## src/sv/sash_pkg.sv

```systemverilog
// Shared constants and types for the sensor average with stale hold block.
`timescale 1ns / 1ps

package sash_pkg;

   // Averaging window and the widths that follow from it
   localparam int WINDOW     = 8;
   localparam int PTR_W      = $clog2(WINDOW);
   localparam int FILL_W     = PTR_W + 1;
   localparam int MV_W       = 16;
   localparam int SUM_W      = MV_W + PTR_W;
   localparam int DIV_CNT_W  = $clog2(MV_W);
   localparam int TIME_W     = 32;
   localparam int ENV_W      = 16;

   localparam logic [TIME_W-1:0] STALE_LIMIT_RESET = 32'd1500;

   // Result status codes
   typedef enum logic [1:0] {
      ST_OK    = 2'd0,
      ST_STALE = 2'd1,
      ST_ERROR = 2'd2
   } status_type;

   // Controller states
   typedef enum logic [2:0] {
      S_IDLE,
      S_SUM,
      S_DLOAD,
      S_DIV,
      S_FIN
   } state_type;

   // Commands from controller to datapath
   typedef struct packed {
      logic accept;
      logic sum_step;
      logic div_load;
      logic div_step;
      logic finish;
   } cmd_type;

   // Status from datapath to controller
   typedef struct packed {
      logic sum_last;
      logic div_last;
      logic out_free;
   } sts_type;

endpackage

```

## src/sv/sash_ctrl.sv

```systemverilog
// Sequencing state machine: accept, sum, divide and result hand-off.
`timescale 1ns / 1ps

module sash_ctrl (
   input  logic              clock,
   input  logic              reset,
   input  logic              req_valid,
   input  logic              req_read_ok,
   output logic              req_ready,
   input  sash_pkg::sts_type sts,
   output sash_pkg::cmd_type cmd
);
   import sash_pkg::*;

   state_type state_ff;
   state_type state_in;

   // State register
   always_ff @(posedge clock) begin
      if (reset) begin
         state_ff <= S_IDLE;
      end else begin
         state_ff <= state_in;
      end
   end

   // Next state and commands
   always_comb begin
      state_in  = state_ff;
      cmd       = '0;
      req_ready = 1'b0;
      unique case (state_ff)
         S_IDLE: begin
            req_ready = 1'b1;
            if (req_valid) begin
               cmd.accept = 1'b1;
               state_in   = req_read_ok ? S_SUM : S_FIN;
            end
         end
         S_SUM: begin
            cmd.sum_step = 1'b1;
            if (sts.sum_last) begin
               state_in = S_DLOAD;
            end
         end
         S_DLOAD: begin
            cmd.div_load = 1'b1;
            state_in     = S_DIV;
         end
         S_DIV: begin
            cmd.div_step = 1'b1;
            if (sts.div_last) begin
               state_in = S_FIN;
            end
         end
         S_FIN: begin
            // hold the result until the output register is free
            if (sts.out_free) begin
               cmd.finish = 1'b1;
               state_in   = S_IDLE;
            end
         end
         default: begin
            state_in = S_IDLE;
         end
      endcase
   end

   // A transfer always starts work
   a_accept_leaves_idle: assert property (@(posedge clock) disable iff (reset)
      (req_valid && req_ready) |=> (state_ff != S_IDLE))
      else $error("controller stayed idle after an input transfer");

endmodule

```

## src/sv/sash_dp.sv

```systemverilog
// Datapath: sample ring, sequenced sum, serial divider, snapshot and output register.
`timescale 1ns / 1ps

module sash_dp (
   input  logic                                clock,
   input  logic                                reset,
   input  sash_pkg::cmd_type                   cmd,
   output sash_pkg::sts_type                   sts,
   input  logic                                csr_wr_en,
   input  logic [sash_pkg::TIME_W-1:0]         csr_wr_data,
   input  logic                                req_read_ok,
   input  logic [sash_pkg::MV_W-1:0]           req_sample_mv,
   input  logic signed [sash_pkg::ENV_W-1:0]   req_temp_in,
   input  logic signed [sash_pkg::ENV_W-1:0]   req_humidity_in,
   input  logic [sash_pkg::TIME_W-1:0]         req_now_ms,
   output logic                                rsp_valid,
   input  logic                                rsp_ready,
   output logic [1:0]                          rsp_status,
   output logic [sash_pkg::MV_W-1:0]           rsp_avg_mv,
   output logic signed [sash_pkg::ENV_W-1:0]   rsp_temp_out,
   output logic signed [sash_pkg::ENV_W-1:0]   rsp_humidity_out,
   output logic                                rsp_snap_valid,
   output logic [sash_pkg::TIME_W-1:0]         rsp_snap_time_ms
);
   import sash_pkg::*;

   // Configuration
   logic [TIME_W-1:0] stale_limit_ff;

   // Ring and its pointers
   logic [MV_W-1:0]   ring_ff [WINDOW];
   logic [PTR_W-1:0]  wpos_ff;
   logic [FILL_W-1:0] fill_ff;

   // Latched poll
   logic                    ok_ff;
   logic signed [ENV_W-1:0] temp_ff;
   logic signed [ENV_W-1:0] hum_ff;
   logic [TIME_W-1:0]       now_ff;

   // Sum and divider
   logic [PTR_W-1:0]     idx_ff;
   logic [SUM_W-1:0]     acc_ff;
   logic [PTR_W-1:0]     rem_ff;
   logic [MV_W-1:0]      quo_ff;
   logic [DIV_CNT_W-1:0] dcnt_ff;
   logic [PTR_W:0]       trial;
   logic                 trial_ge;

   // Snapshot
   logic [MV_W-1:0]         last_avg_ff;
   logic signed [ENV_W-1:0] last_temp_ff;
   logic signed [ENV_W-1:0] last_hum_ff;
   logic                    last_valid_ff;
   logic [TIME_W-1:0]       last_time_ff;

   // Output register
   logic                    out_valid_ff;
   status_type              out_status_ff;
   logic [MV_W-1:0]         out_avg_ff;
   logic signed [ENV_W-1:0] out_temp_ff;
   logic signed [ENV_W-1:0] out_hum_ff;
   logic                    out_snap_valid_ff;
   logic [TIME_W-1:0]       out_time_ff;

   // Result of the current poll
   logic [TIME_W-1:0] age;
   logic              fresh;
   status_type        new_status;
   logic              new_valid;

   // Configuration register
   always_ff @(posedge clock) begin
      if (reset) begin
         stale_limit_ff <= STALE_LIMIT_RESET;
      end else if (csr_wr_en) begin
         stale_limit_ff <= csr_wr_data;
      end
   end

   // Ring write on a successful transfer
   always_ff @(posedge clock) begin
      if (cmd.accept && req_read_ok) begin
         ring_ff[wpos_ff] <= req_sample_mv;
      end
   end

   // Ring pointer and fill count
   always_ff @(posedge clock) begin
      if (reset) begin
         wpos_ff <= '0;
         fill_ff <= '0;
      end else if (cmd.accept && req_read_ok) begin
         wpos_ff <= wpos_ff + PTR_W'(1);
         if (fill_ff != FILL_W'(WINDOW)) begin
            fill_ff <= fill_ff + FILL_W'(1);
         end
      end
   end

   // Latch the poll fields
   always_ff @(posedge clock) begin
      if (cmd.accept) begin
         ok_ff   <= req_read_ok;
         temp_ff <= req_temp_in;
         hum_ff  <= req_humidity_in;
         now_ff  <= req_now_ms;
      end
   end

   // Sum the filled entries, one a cycle
   always_ff @(posedge clock) begin
      if (cmd.accept) begin
         idx_ff <= '0;
         acc_ff <= '0;
      end else if (cmd.sum_step) begin
         idx_ff <= idx_ff + PTR_W'(1);
         acc_ff <= acc_ff + SUM_W'(ring_ff[idx_ff]);
      end
   end

   // Restoring divide by the fill count, one quotient bit a cycle
   assign trial    = {rem_ff, quo_ff[MV_W-1]};
   assign trial_ge = (trial >= fill_ff);

   always_ff @(posedge clock) begin
      if (cmd.div_load) begin
         rem_ff  <= acc_ff[SUM_W-1:MV_W];
         quo_ff  <= acc_ff[MV_W-1:0];
         dcnt_ff <= '0;
      end else if (cmd.div_step) begin
         rem_ff  <= trial_ge ? PTR_W'(trial - fill_ff) : trial[PTR_W-1:0];
         quo_ff  <= {quo_ff[MV_W-2:0], trial_ge};
         dcnt_ff <= dcnt_ff + DIV_CNT_W'(1);
      end
   end

   // Decide the status of this poll
   assign age   = now_ff - last_time_ff;
   assign fresh = last_valid_ff && (age <= stale_limit_ff);

   always_comb begin
      priority if (ok_ff) begin
         new_status = ST_OK;
         new_valid  = 1'b1;
      end else if (fresh) begin
         new_status = ST_STALE;
         new_valid  = 1'b1;
      end else begin
         new_status = ST_ERROR;
         new_valid  = 1'b0;
      end
   end

   // Update the snapshot
   always_ff @(posedge clock) begin
      if (reset) begin
         last_avg_ff   <= '0;
         last_temp_ff  <= '0;
         last_hum_ff   <= '0;
         last_valid_ff <= 1'b0;
         last_time_ff  <= '0;
      end else if (cmd.finish) begin
         last_valid_ff <= new_valid;
         if (ok_ff) begin
            last_avg_ff  <= quo_ff;
            last_temp_ff <= temp_ff;
            last_hum_ff  <= hum_ff;
            last_time_ff <= now_ff;
         end
      end
   end

   // Output register: load on finish, drop on transfer
   always_ff @(posedge clock) begin
      if (reset) begin
         out_valid_ff <= 1'b0;
      end else if (cmd.finish) begin
         out_valid_ff <= 1'b1;
      end else if (rsp_ready) begin
         out_valid_ff <= 1'b0;
      end
   end

   always_ff @(posedge clock) begin
      if (cmd.finish) begin
         out_status_ff     <= new_status;
         out_snap_valid_ff <= new_valid;
         out_avg_ff        <= ok_ff ? quo_ff  : last_avg_ff;
         out_temp_ff       <= ok_ff ? temp_ff : last_temp_ff;
         out_hum_ff        <= ok_ff ? hum_ff  : last_hum_ff;
         out_time_ff       <= ok_ff ? now_ff  : last_time_ff;
      end
   end

   // Status to the controller
   assign sts.sum_last = ({1'b0, idx_ff} == (fill_ff - FILL_W'(1)));
   assign sts.div_last = (dcnt_ff == DIV_CNT_W'(MV_W - 1));
   assign sts.out_free = !out_valid_ff || rsp_ready;

   assign rsp_valid        = out_valid_ff;
   assign rsp_status       = out_status_ff;
   assign rsp_avg_mv       = out_avg_ff;
   assign rsp_temp_out     = out_temp_ff;
   assign rsp_humidity_out = out_hum_ff;
   assign rsp_snap_valid   = out_snap_valid_ff;
   assign rsp_snap_time_ms = out_time_ff;

   // Fill count never passes the window
   a_fill_bound: assert property (@(posedge clock) disable iff (reset)
      fill_ff <= FILL_W'(WINDOW))
      else $error("fill count beyond window");

   // Summing only happens over written entries
   a_sum_filled: assert property (@(posedge clock) disable iff (reset)
      cmd.sum_step |-> (fill_ff != '0) && ({1'b0, idx_ff} < fill_ff))
      else $error("sum reads an unfilled ring entry");

   // Error results carry a cleared valid mark, the others a set one
   a_status_valid: assert property (@(posedge clock) disable iff (reset)
      out_valid_ff |-> ((out_status_ff == ST_ERROR) == !out_snap_valid_ff))
      else $error("status and snapshot valid mark disagree");

   // A finished result never overwrites one still waiting
   a_no_overwrite: assert property (@(posedge clock) disable iff (reset)
      (out_valid_ff && !rsp_ready) |-> !cmd.finish)
      else $error("pending result overwritten");

endmodule

```

## src/sv/sensor_average_with_stale_hold_core.sv

```systemverilog
// Top level of the sensor average with stale hold block.
// Each poll arrives on the req_ channel (valid/ready): read flag, millivolt
// sample, temperature, humidity and current millisecond time. One result per
// poll leaves on the rsp_ channel (valid/ready): status, averaged millivolts,
// stored temperature and humidity, snapshot valid mark and snapshot time.
// csr_wr_en/csr_wr_data write the stale limit in ms (reset value 1500).
// A successful read enters an 8-entry ring; the filled entries are summed one
// per cycle and divided by the fill count in a bit-serial divider of 16 steps.
// A successful read goes through the sum, divider-load, divide and finish
// states (fill count 1 to 8); a failed read goes straight to the finish state.
// One poll is worked on at a time; a new poll can be taken in the cycle after
// its result is loaded into the output register.
// Results sit in an output register: the next poll is taken and worked on
// while a result waits; only loading the following result waits for rsp_ready.
// Reset clears the ring pointer, fill count, snapshot and output valid and
// restores the stale limit.
`timescale 1ns / 1ps

module sensor_average_with_stale_hold_core (
   input  logic                                clock,
   input  logic                                reset,
   input  logic                                csr_wr_en,
   input  logic [sash_pkg::TIME_W-1:0]         csr_wr_data,
   input  logic                                req_valid,
   output logic                                req_ready,
   input  logic                                req_read_ok,
   input  logic [sash_pkg::MV_W-1:0]           req_sample_mv,
   input  logic signed [sash_pkg::ENV_W-1:0]   req_temp_in,
   input  logic signed [sash_pkg::ENV_W-1:0]   req_humidity_in,
   input  logic [sash_pkg::TIME_W-1:0]         req_now_ms,
   output logic                                rsp_valid,
   input  logic                                rsp_ready,
   output logic [1:0]                          rsp_status,
   output logic [sash_pkg::MV_W-1:0]           rsp_avg_mv,
   output logic signed [sash_pkg::ENV_W-1:0]   rsp_temp_out,
   output logic signed [sash_pkg::ENV_W-1:0]   rsp_humidity_out,
   output logic                                rsp_snap_valid,
   output logic [sash_pkg::TIME_W-1:0]         rsp_snap_time_ms
);
   import sash_pkg::*;

   cmd_type cmd;
   sts_type sts;

   // Sequencer
   sash_ctrl u_ctrl (
      .clock       (clock),
      .reset       (reset),
      .req_valid   (req_valid),
      .req_read_ok (req_read_ok),
      .req_ready   (req_ready),
      .sts         (sts),
      .cmd         (cmd)
   );

   // Datapath
   sash_dp u_dp (
      .clock            (clock),
      .reset            (reset),
      .cmd              (cmd),
      .sts              (sts),
      .csr_wr_en        (csr_wr_en),
      .csr_wr_data      (csr_wr_data),
      .req_read_ok      (req_read_ok),
      .req_sample_mv    (req_sample_mv),
      .req_temp_in      (req_temp_in),
      .req_humidity_in  (req_humidity_in),
      .req_now_ms       (req_now_ms),
      .rsp_valid        (rsp_valid),
      .rsp_ready        (rsp_ready),
      .rsp_status       (rsp_status),
      .rsp_avg_mv       (rsp_avg_mv),
      .rsp_temp_out     (rsp_temp_out),
      .rsp_humidity_out (rsp_humidity_out),
      .rsp_snap_valid   (rsp_snap_valid),
      .rsp_snap_time_ms (rsp_snap_time_ms)
   );

endmodule

```

## config.mk

```make
export PLATFORM = sky130hd
export DESIGN_NAME = sensor_average_with_stale_hold_core
export DESIGN_NICKNAME = d
export VERILOG_FILES = /design/src/sv/sash_pkg.sv /design/src/sv/sash_ctrl.sv /design/src/sv/sash_dp.sv /design/src/sv/sensor_average_with_stale_hold_core.sv
export SDC_FILE = /design/constraint.sdc
export NUM_CORES = 1
export LEC_CHECK = 0
export BUFFER_PORTS_ARGS = -buffer_cell sky130_fd_sc_hd__clkbuf_2
export CORE_MARGIN = 2
export CORE_UTILIZATION = 53
export DETAILED_ROUTE_END_ITERATION = 6
export PLACE_DENSITY = 0.76
export RECOVER_POWER = 25
export SLEW_MARGIN = 20
export SYNTH_ARGS = -nofsm -noshare
export SYNTH_HDL_FRONTEND = slang
export SYNTH_SLANG_ARGS = --single-unit
export TNS_END_PERCENT = 10
```

## constraint.sdc

```tcl
create_clock -name clock -period 4.2 [get_ports clock]
set_input_delay 0.63 -clock clock [delete_from_list [all_inputs] [get_ports clock]]
set_output_delay 0.63 -clock clock [all_outputs]
set_load 0.01 [all_outputs]
```

==> impl_metrics.tcl <==
set metrics [dict create \
    total_leakage_power_nw 8.67 \
    antenna_left 0 \
    viasPerCell 5.47 \
    hold_violations 0 \
    ys_types 62 \
    synth_area_per_cell_um2 12.8 \
    start_util_pct 53.4 \
    drv_slew 57 \
    grt_max_degree 88 \
    hpwlAfterDp_mm 28.9 \
    grtUsageTotal_pct 21.9 \
    path_cells "inv_2 > ha_4 > fa_2 > nand2b_4 > a21o_1 > a211oi_2 > buf_4 > o21ai_2 > a211oi_2 > o22ai_2 > xnor2_1 > ha_1 > nand4_1 > or2_1 > or4_1 > nor4_2 > a31o_2 > a31oi_4 > o21a_1" \
    grt_overflow 0 \
    maxSlewHeadroom_pct -88.1 \
    worst_slack_ns -0.00609 \
    status "finished, violations left" \
    dp.cells 2260 \
    cellPowerDensity_nw_per_um2 589 \
    netlist_instances 1565 \
    route.detailed.drc 0 \
    peakVddDrop_mv 0.428 \
    pre_cts_ws_ns -0.146 \
    violations "capacitance limit, slew limit, setup timing" \
    path_buf_inv 2 \
    place.gp.congestion 0.894 \
    core-area_um2 37400 \
    io-pin-count 203 \
    critical_path.top_delay_family "compound AO/OA/AOI/OAI gates" \
    htreeDepth 2 \
    antenna_found_initial 5 \
    ys_warn_count 0 \
    mappedNetlistArea_um2 20000 \
    synth_edf_count 295 \
    synth-main-ff-cell "edfxtp_1" \
    rsz0062_at_grt "yes" \
    crit_slowest_cell "or4_1" \
    yosysSeqAreaShare_pct 59.7 \
    grt_pass1_wl_mm 67.0 \
    ys_seq_elements 448 \
    post_layout_nonfiller_instances 2347 \
    syn_nets 1774 \
    drtPass1Iterations 7 \
    async_flop_share_pct 0 \
    cts.sinks 448 \
    die_x_um 198 \
    finalCriticalPeriod_ns 4.21 \
    grt_pass1_vias 12800 \
    final_cell_mix "edfxtp_1, clkbuf_2, nor2_1, dfxtp_1, mux2i_1" \
    area_growth_pct 16.4 \
    clk_latency_ns 0.58 \
    port_buffers 202 \
    fin_crit_sh_pct 100 \
    critPathLaunchType "register" \
    final_util_pct 62.1 \
    synth_top_cell_by_area "edfxtp_1" \
    total_power_mw 13.7 \
    crit_required_ns 4.54 \
    cp.arrival_ns 4.55 \
    vias 12800 \
    min-delay-path-class "in2reg" \
    drt_wl_total_mm 42.5 \
    clk_transition_reported_paths_ns 0.06 \
    yosys-top-cells-area "edfxtp_1, dfxtp_1, mux2i_1" \
    fp.dieArea_um2 39200 \
    max_freq_mhz 238 \
    worst_path_most_repeated_cell "a211oi_2" \
    maxCapViolCount 1 \
    rows 71 \
    finClkSkew_ns 0.0294 \
    endpoint_kind "register" \
    worstMarginPinSlew_ns 2.82 \
    avgRoutedWirePerCell_um 18.1 \
    cts_hold_buf 0 \
    critPathMaxFanout 4 \
    numCtsBuffers 45 \
    slowest_delay_ns 0.54 \
    cts_tree "built" \
    die_h_um 198 \
    cts_buffer_depth 3 \
    yosys.area.top_type_share_pct 44.4 \
    layout-drive-gt1-share_pct 23.0 \
    setup_viol 1 \
    worst-setup-path-type "reg2reg" \
    dr.first_iter.drc_count 914 \
    cts_root_buf "clkbuf_16" \
    fin_nets 2006 \
    final_common_cell "edfxtp_1" \
]
cell usage after synthesis (5+ instances only):
cell type / number
buf_1: 8
a21o_1: 30
xnor2_1: 26
edfxtp_1: 295
mux2i_1: 115
nor2b_1: 10
o31ai_1: 5
o21ai_0: 63
mux4_2: 32
ha_1: 88
nand3_1: 17
nand2b_1: 17
buf_2: 14
xor2_1: 19
mux2_2: 79
clkbuf_1: 43
o21a_1: 15
nand2_1: 98
nor2_1: 152
nand4_1: 18
a21oi_1: 66
a211oi_1: 7
dfxtp_1: 153
inv_1: 85
nor3_1: 17
o211ai_1: 15
a31oi_1: 10
worst reg2reg max path: stages (launching register included):
cell and delay, ns:
edfxtp_1 0.36, inv_2 0.05, ha_4 0.16, fa_2 0.34, nand2b_4 0.15, a21o_1 0.20
a211oi_2 0.24, buf_4 0.18, o21ai_2 0.09, a211oi_2 0.23, o22ai_2 0.10, xnor2_1 0.14
ha_1 0.29, nand4_1 0.11, or2_1 0.25, or4_1 0.54, nor4_2 0.15, a31o_2 0.16
a31oi_4 0.05, o21a_1 0.18
power by group:
part	leakage, nW	switching (mW)	internal [mW]
combinational	4.05	2.35	1.87
sequential	3.96	0.343	5.38
clock	0.663	1.66	2.09
total	8.67	4.35	9.34
per-layer routing:
layer  vias up  GRT usage (%)  wire length, µm
met1      6227           28.3            18300
li1       6193              -                -
met3        87           4.41             2490
met5         -              0                0
met4         0           8.88             1240
met2       330           36.2            20400
kinds of logic (layout without fill, tap and decap cells):
logic type                 count (synthesis)  count (layout)  share of synthesized area (%)
xor gates and xnor gates                  45              45                           1.97
AOI/OAI and AO/OA                        242             242                           7.59
DFF                                      448             448                           59.7
and+or+nand+nor                          362             362                           8.14
muxes                                    226             226                           13.8
other                                      0               4                              0
buffers and inverters                    151             418                           2.93
adders and majority gates                 91              91                           5.82
path summary, 6_finish.rpt:
check	from	to	slack (ns)	cells past startpoint
hold reg to reg	u_dp.dcnt_ff[1]	u_dp.dcnt_ff[1]	0.47	2
setup / recovery	u_dp.now_ff[0]	u_dp.rsp_status[1]	-0.006	19
setup reg to reg	u_dp.now_ff[0]	u_dp.rsp_status[1]	-0.006	19
hold / removal	req_now_ms[2]	u_dp.now_ff[2]	0.22	1
registers in the layout, indices dropped and copies added, names as in the netlist, 3 cells and up, named ones only:
signal,flops
u_dp.ring_ff,128
u_dp.last_time_ff,32
u_dp.now_ff,32
u_dp.rsp_snap_time_ms,32
u_dp.stale_limit_ff,32
u_dp.acc_ff,19
u_dp.hum_ff,16
u_dp.last_avg_ff,16
u_dp.last_hum_ff,16
u_dp.last_temp_ff,16
u_dp.quo_ff,16
u_dp.rsp_avg_mv,16
u_dp.rsp_humidity_out,16
u_dp.rsp_temp_out,16
u_dp.temp_ff,16
u_dp.dcnt_ff,4
u_dp.fill_ff,4
u_ctrl.state_ff,3
u_dp.idx_ff,3
u_dp.rem_ff,3
u_dp.wpos_ff,3
area by class of cell:
class | instances | area [µm²]
clock buffers | 62 | 1210
multi-input cells | 966 | 7610
repair buffers | 250 | 1360
diodes | 4 | 10.0
inverters | 86 | 324
flip-flops and latches | 448 | 11900
well taps | 511 | 639
fillers | 2836 | 14200
clock inverters | 20 | 154
through the flow:
step | cell area, µm² | hold slack, ns | TNS (ns)
2_1_floorplan | 20000 | 0.434 | 0
3_3_place_gp | 21800 | 0.445 | -0.0293
3_5_place_dp | 21800 | 0.454 | -0.443
4_1_cts | 23200 | 0.194 | 0
5_1_grt | 23200 | 0.206 | -0.847
6_report | 23200 | 0.223 | -0.00609
repair_timing:
action / in CTS / in global routing
gates resized for setup: 11 / 7
setup buffers: 1 / 0
endpoints found under the setup margin: 4 / 4
pin swaps: 5 / 1
cloned: 0 / 0
(Power assumes the default switching activity.)
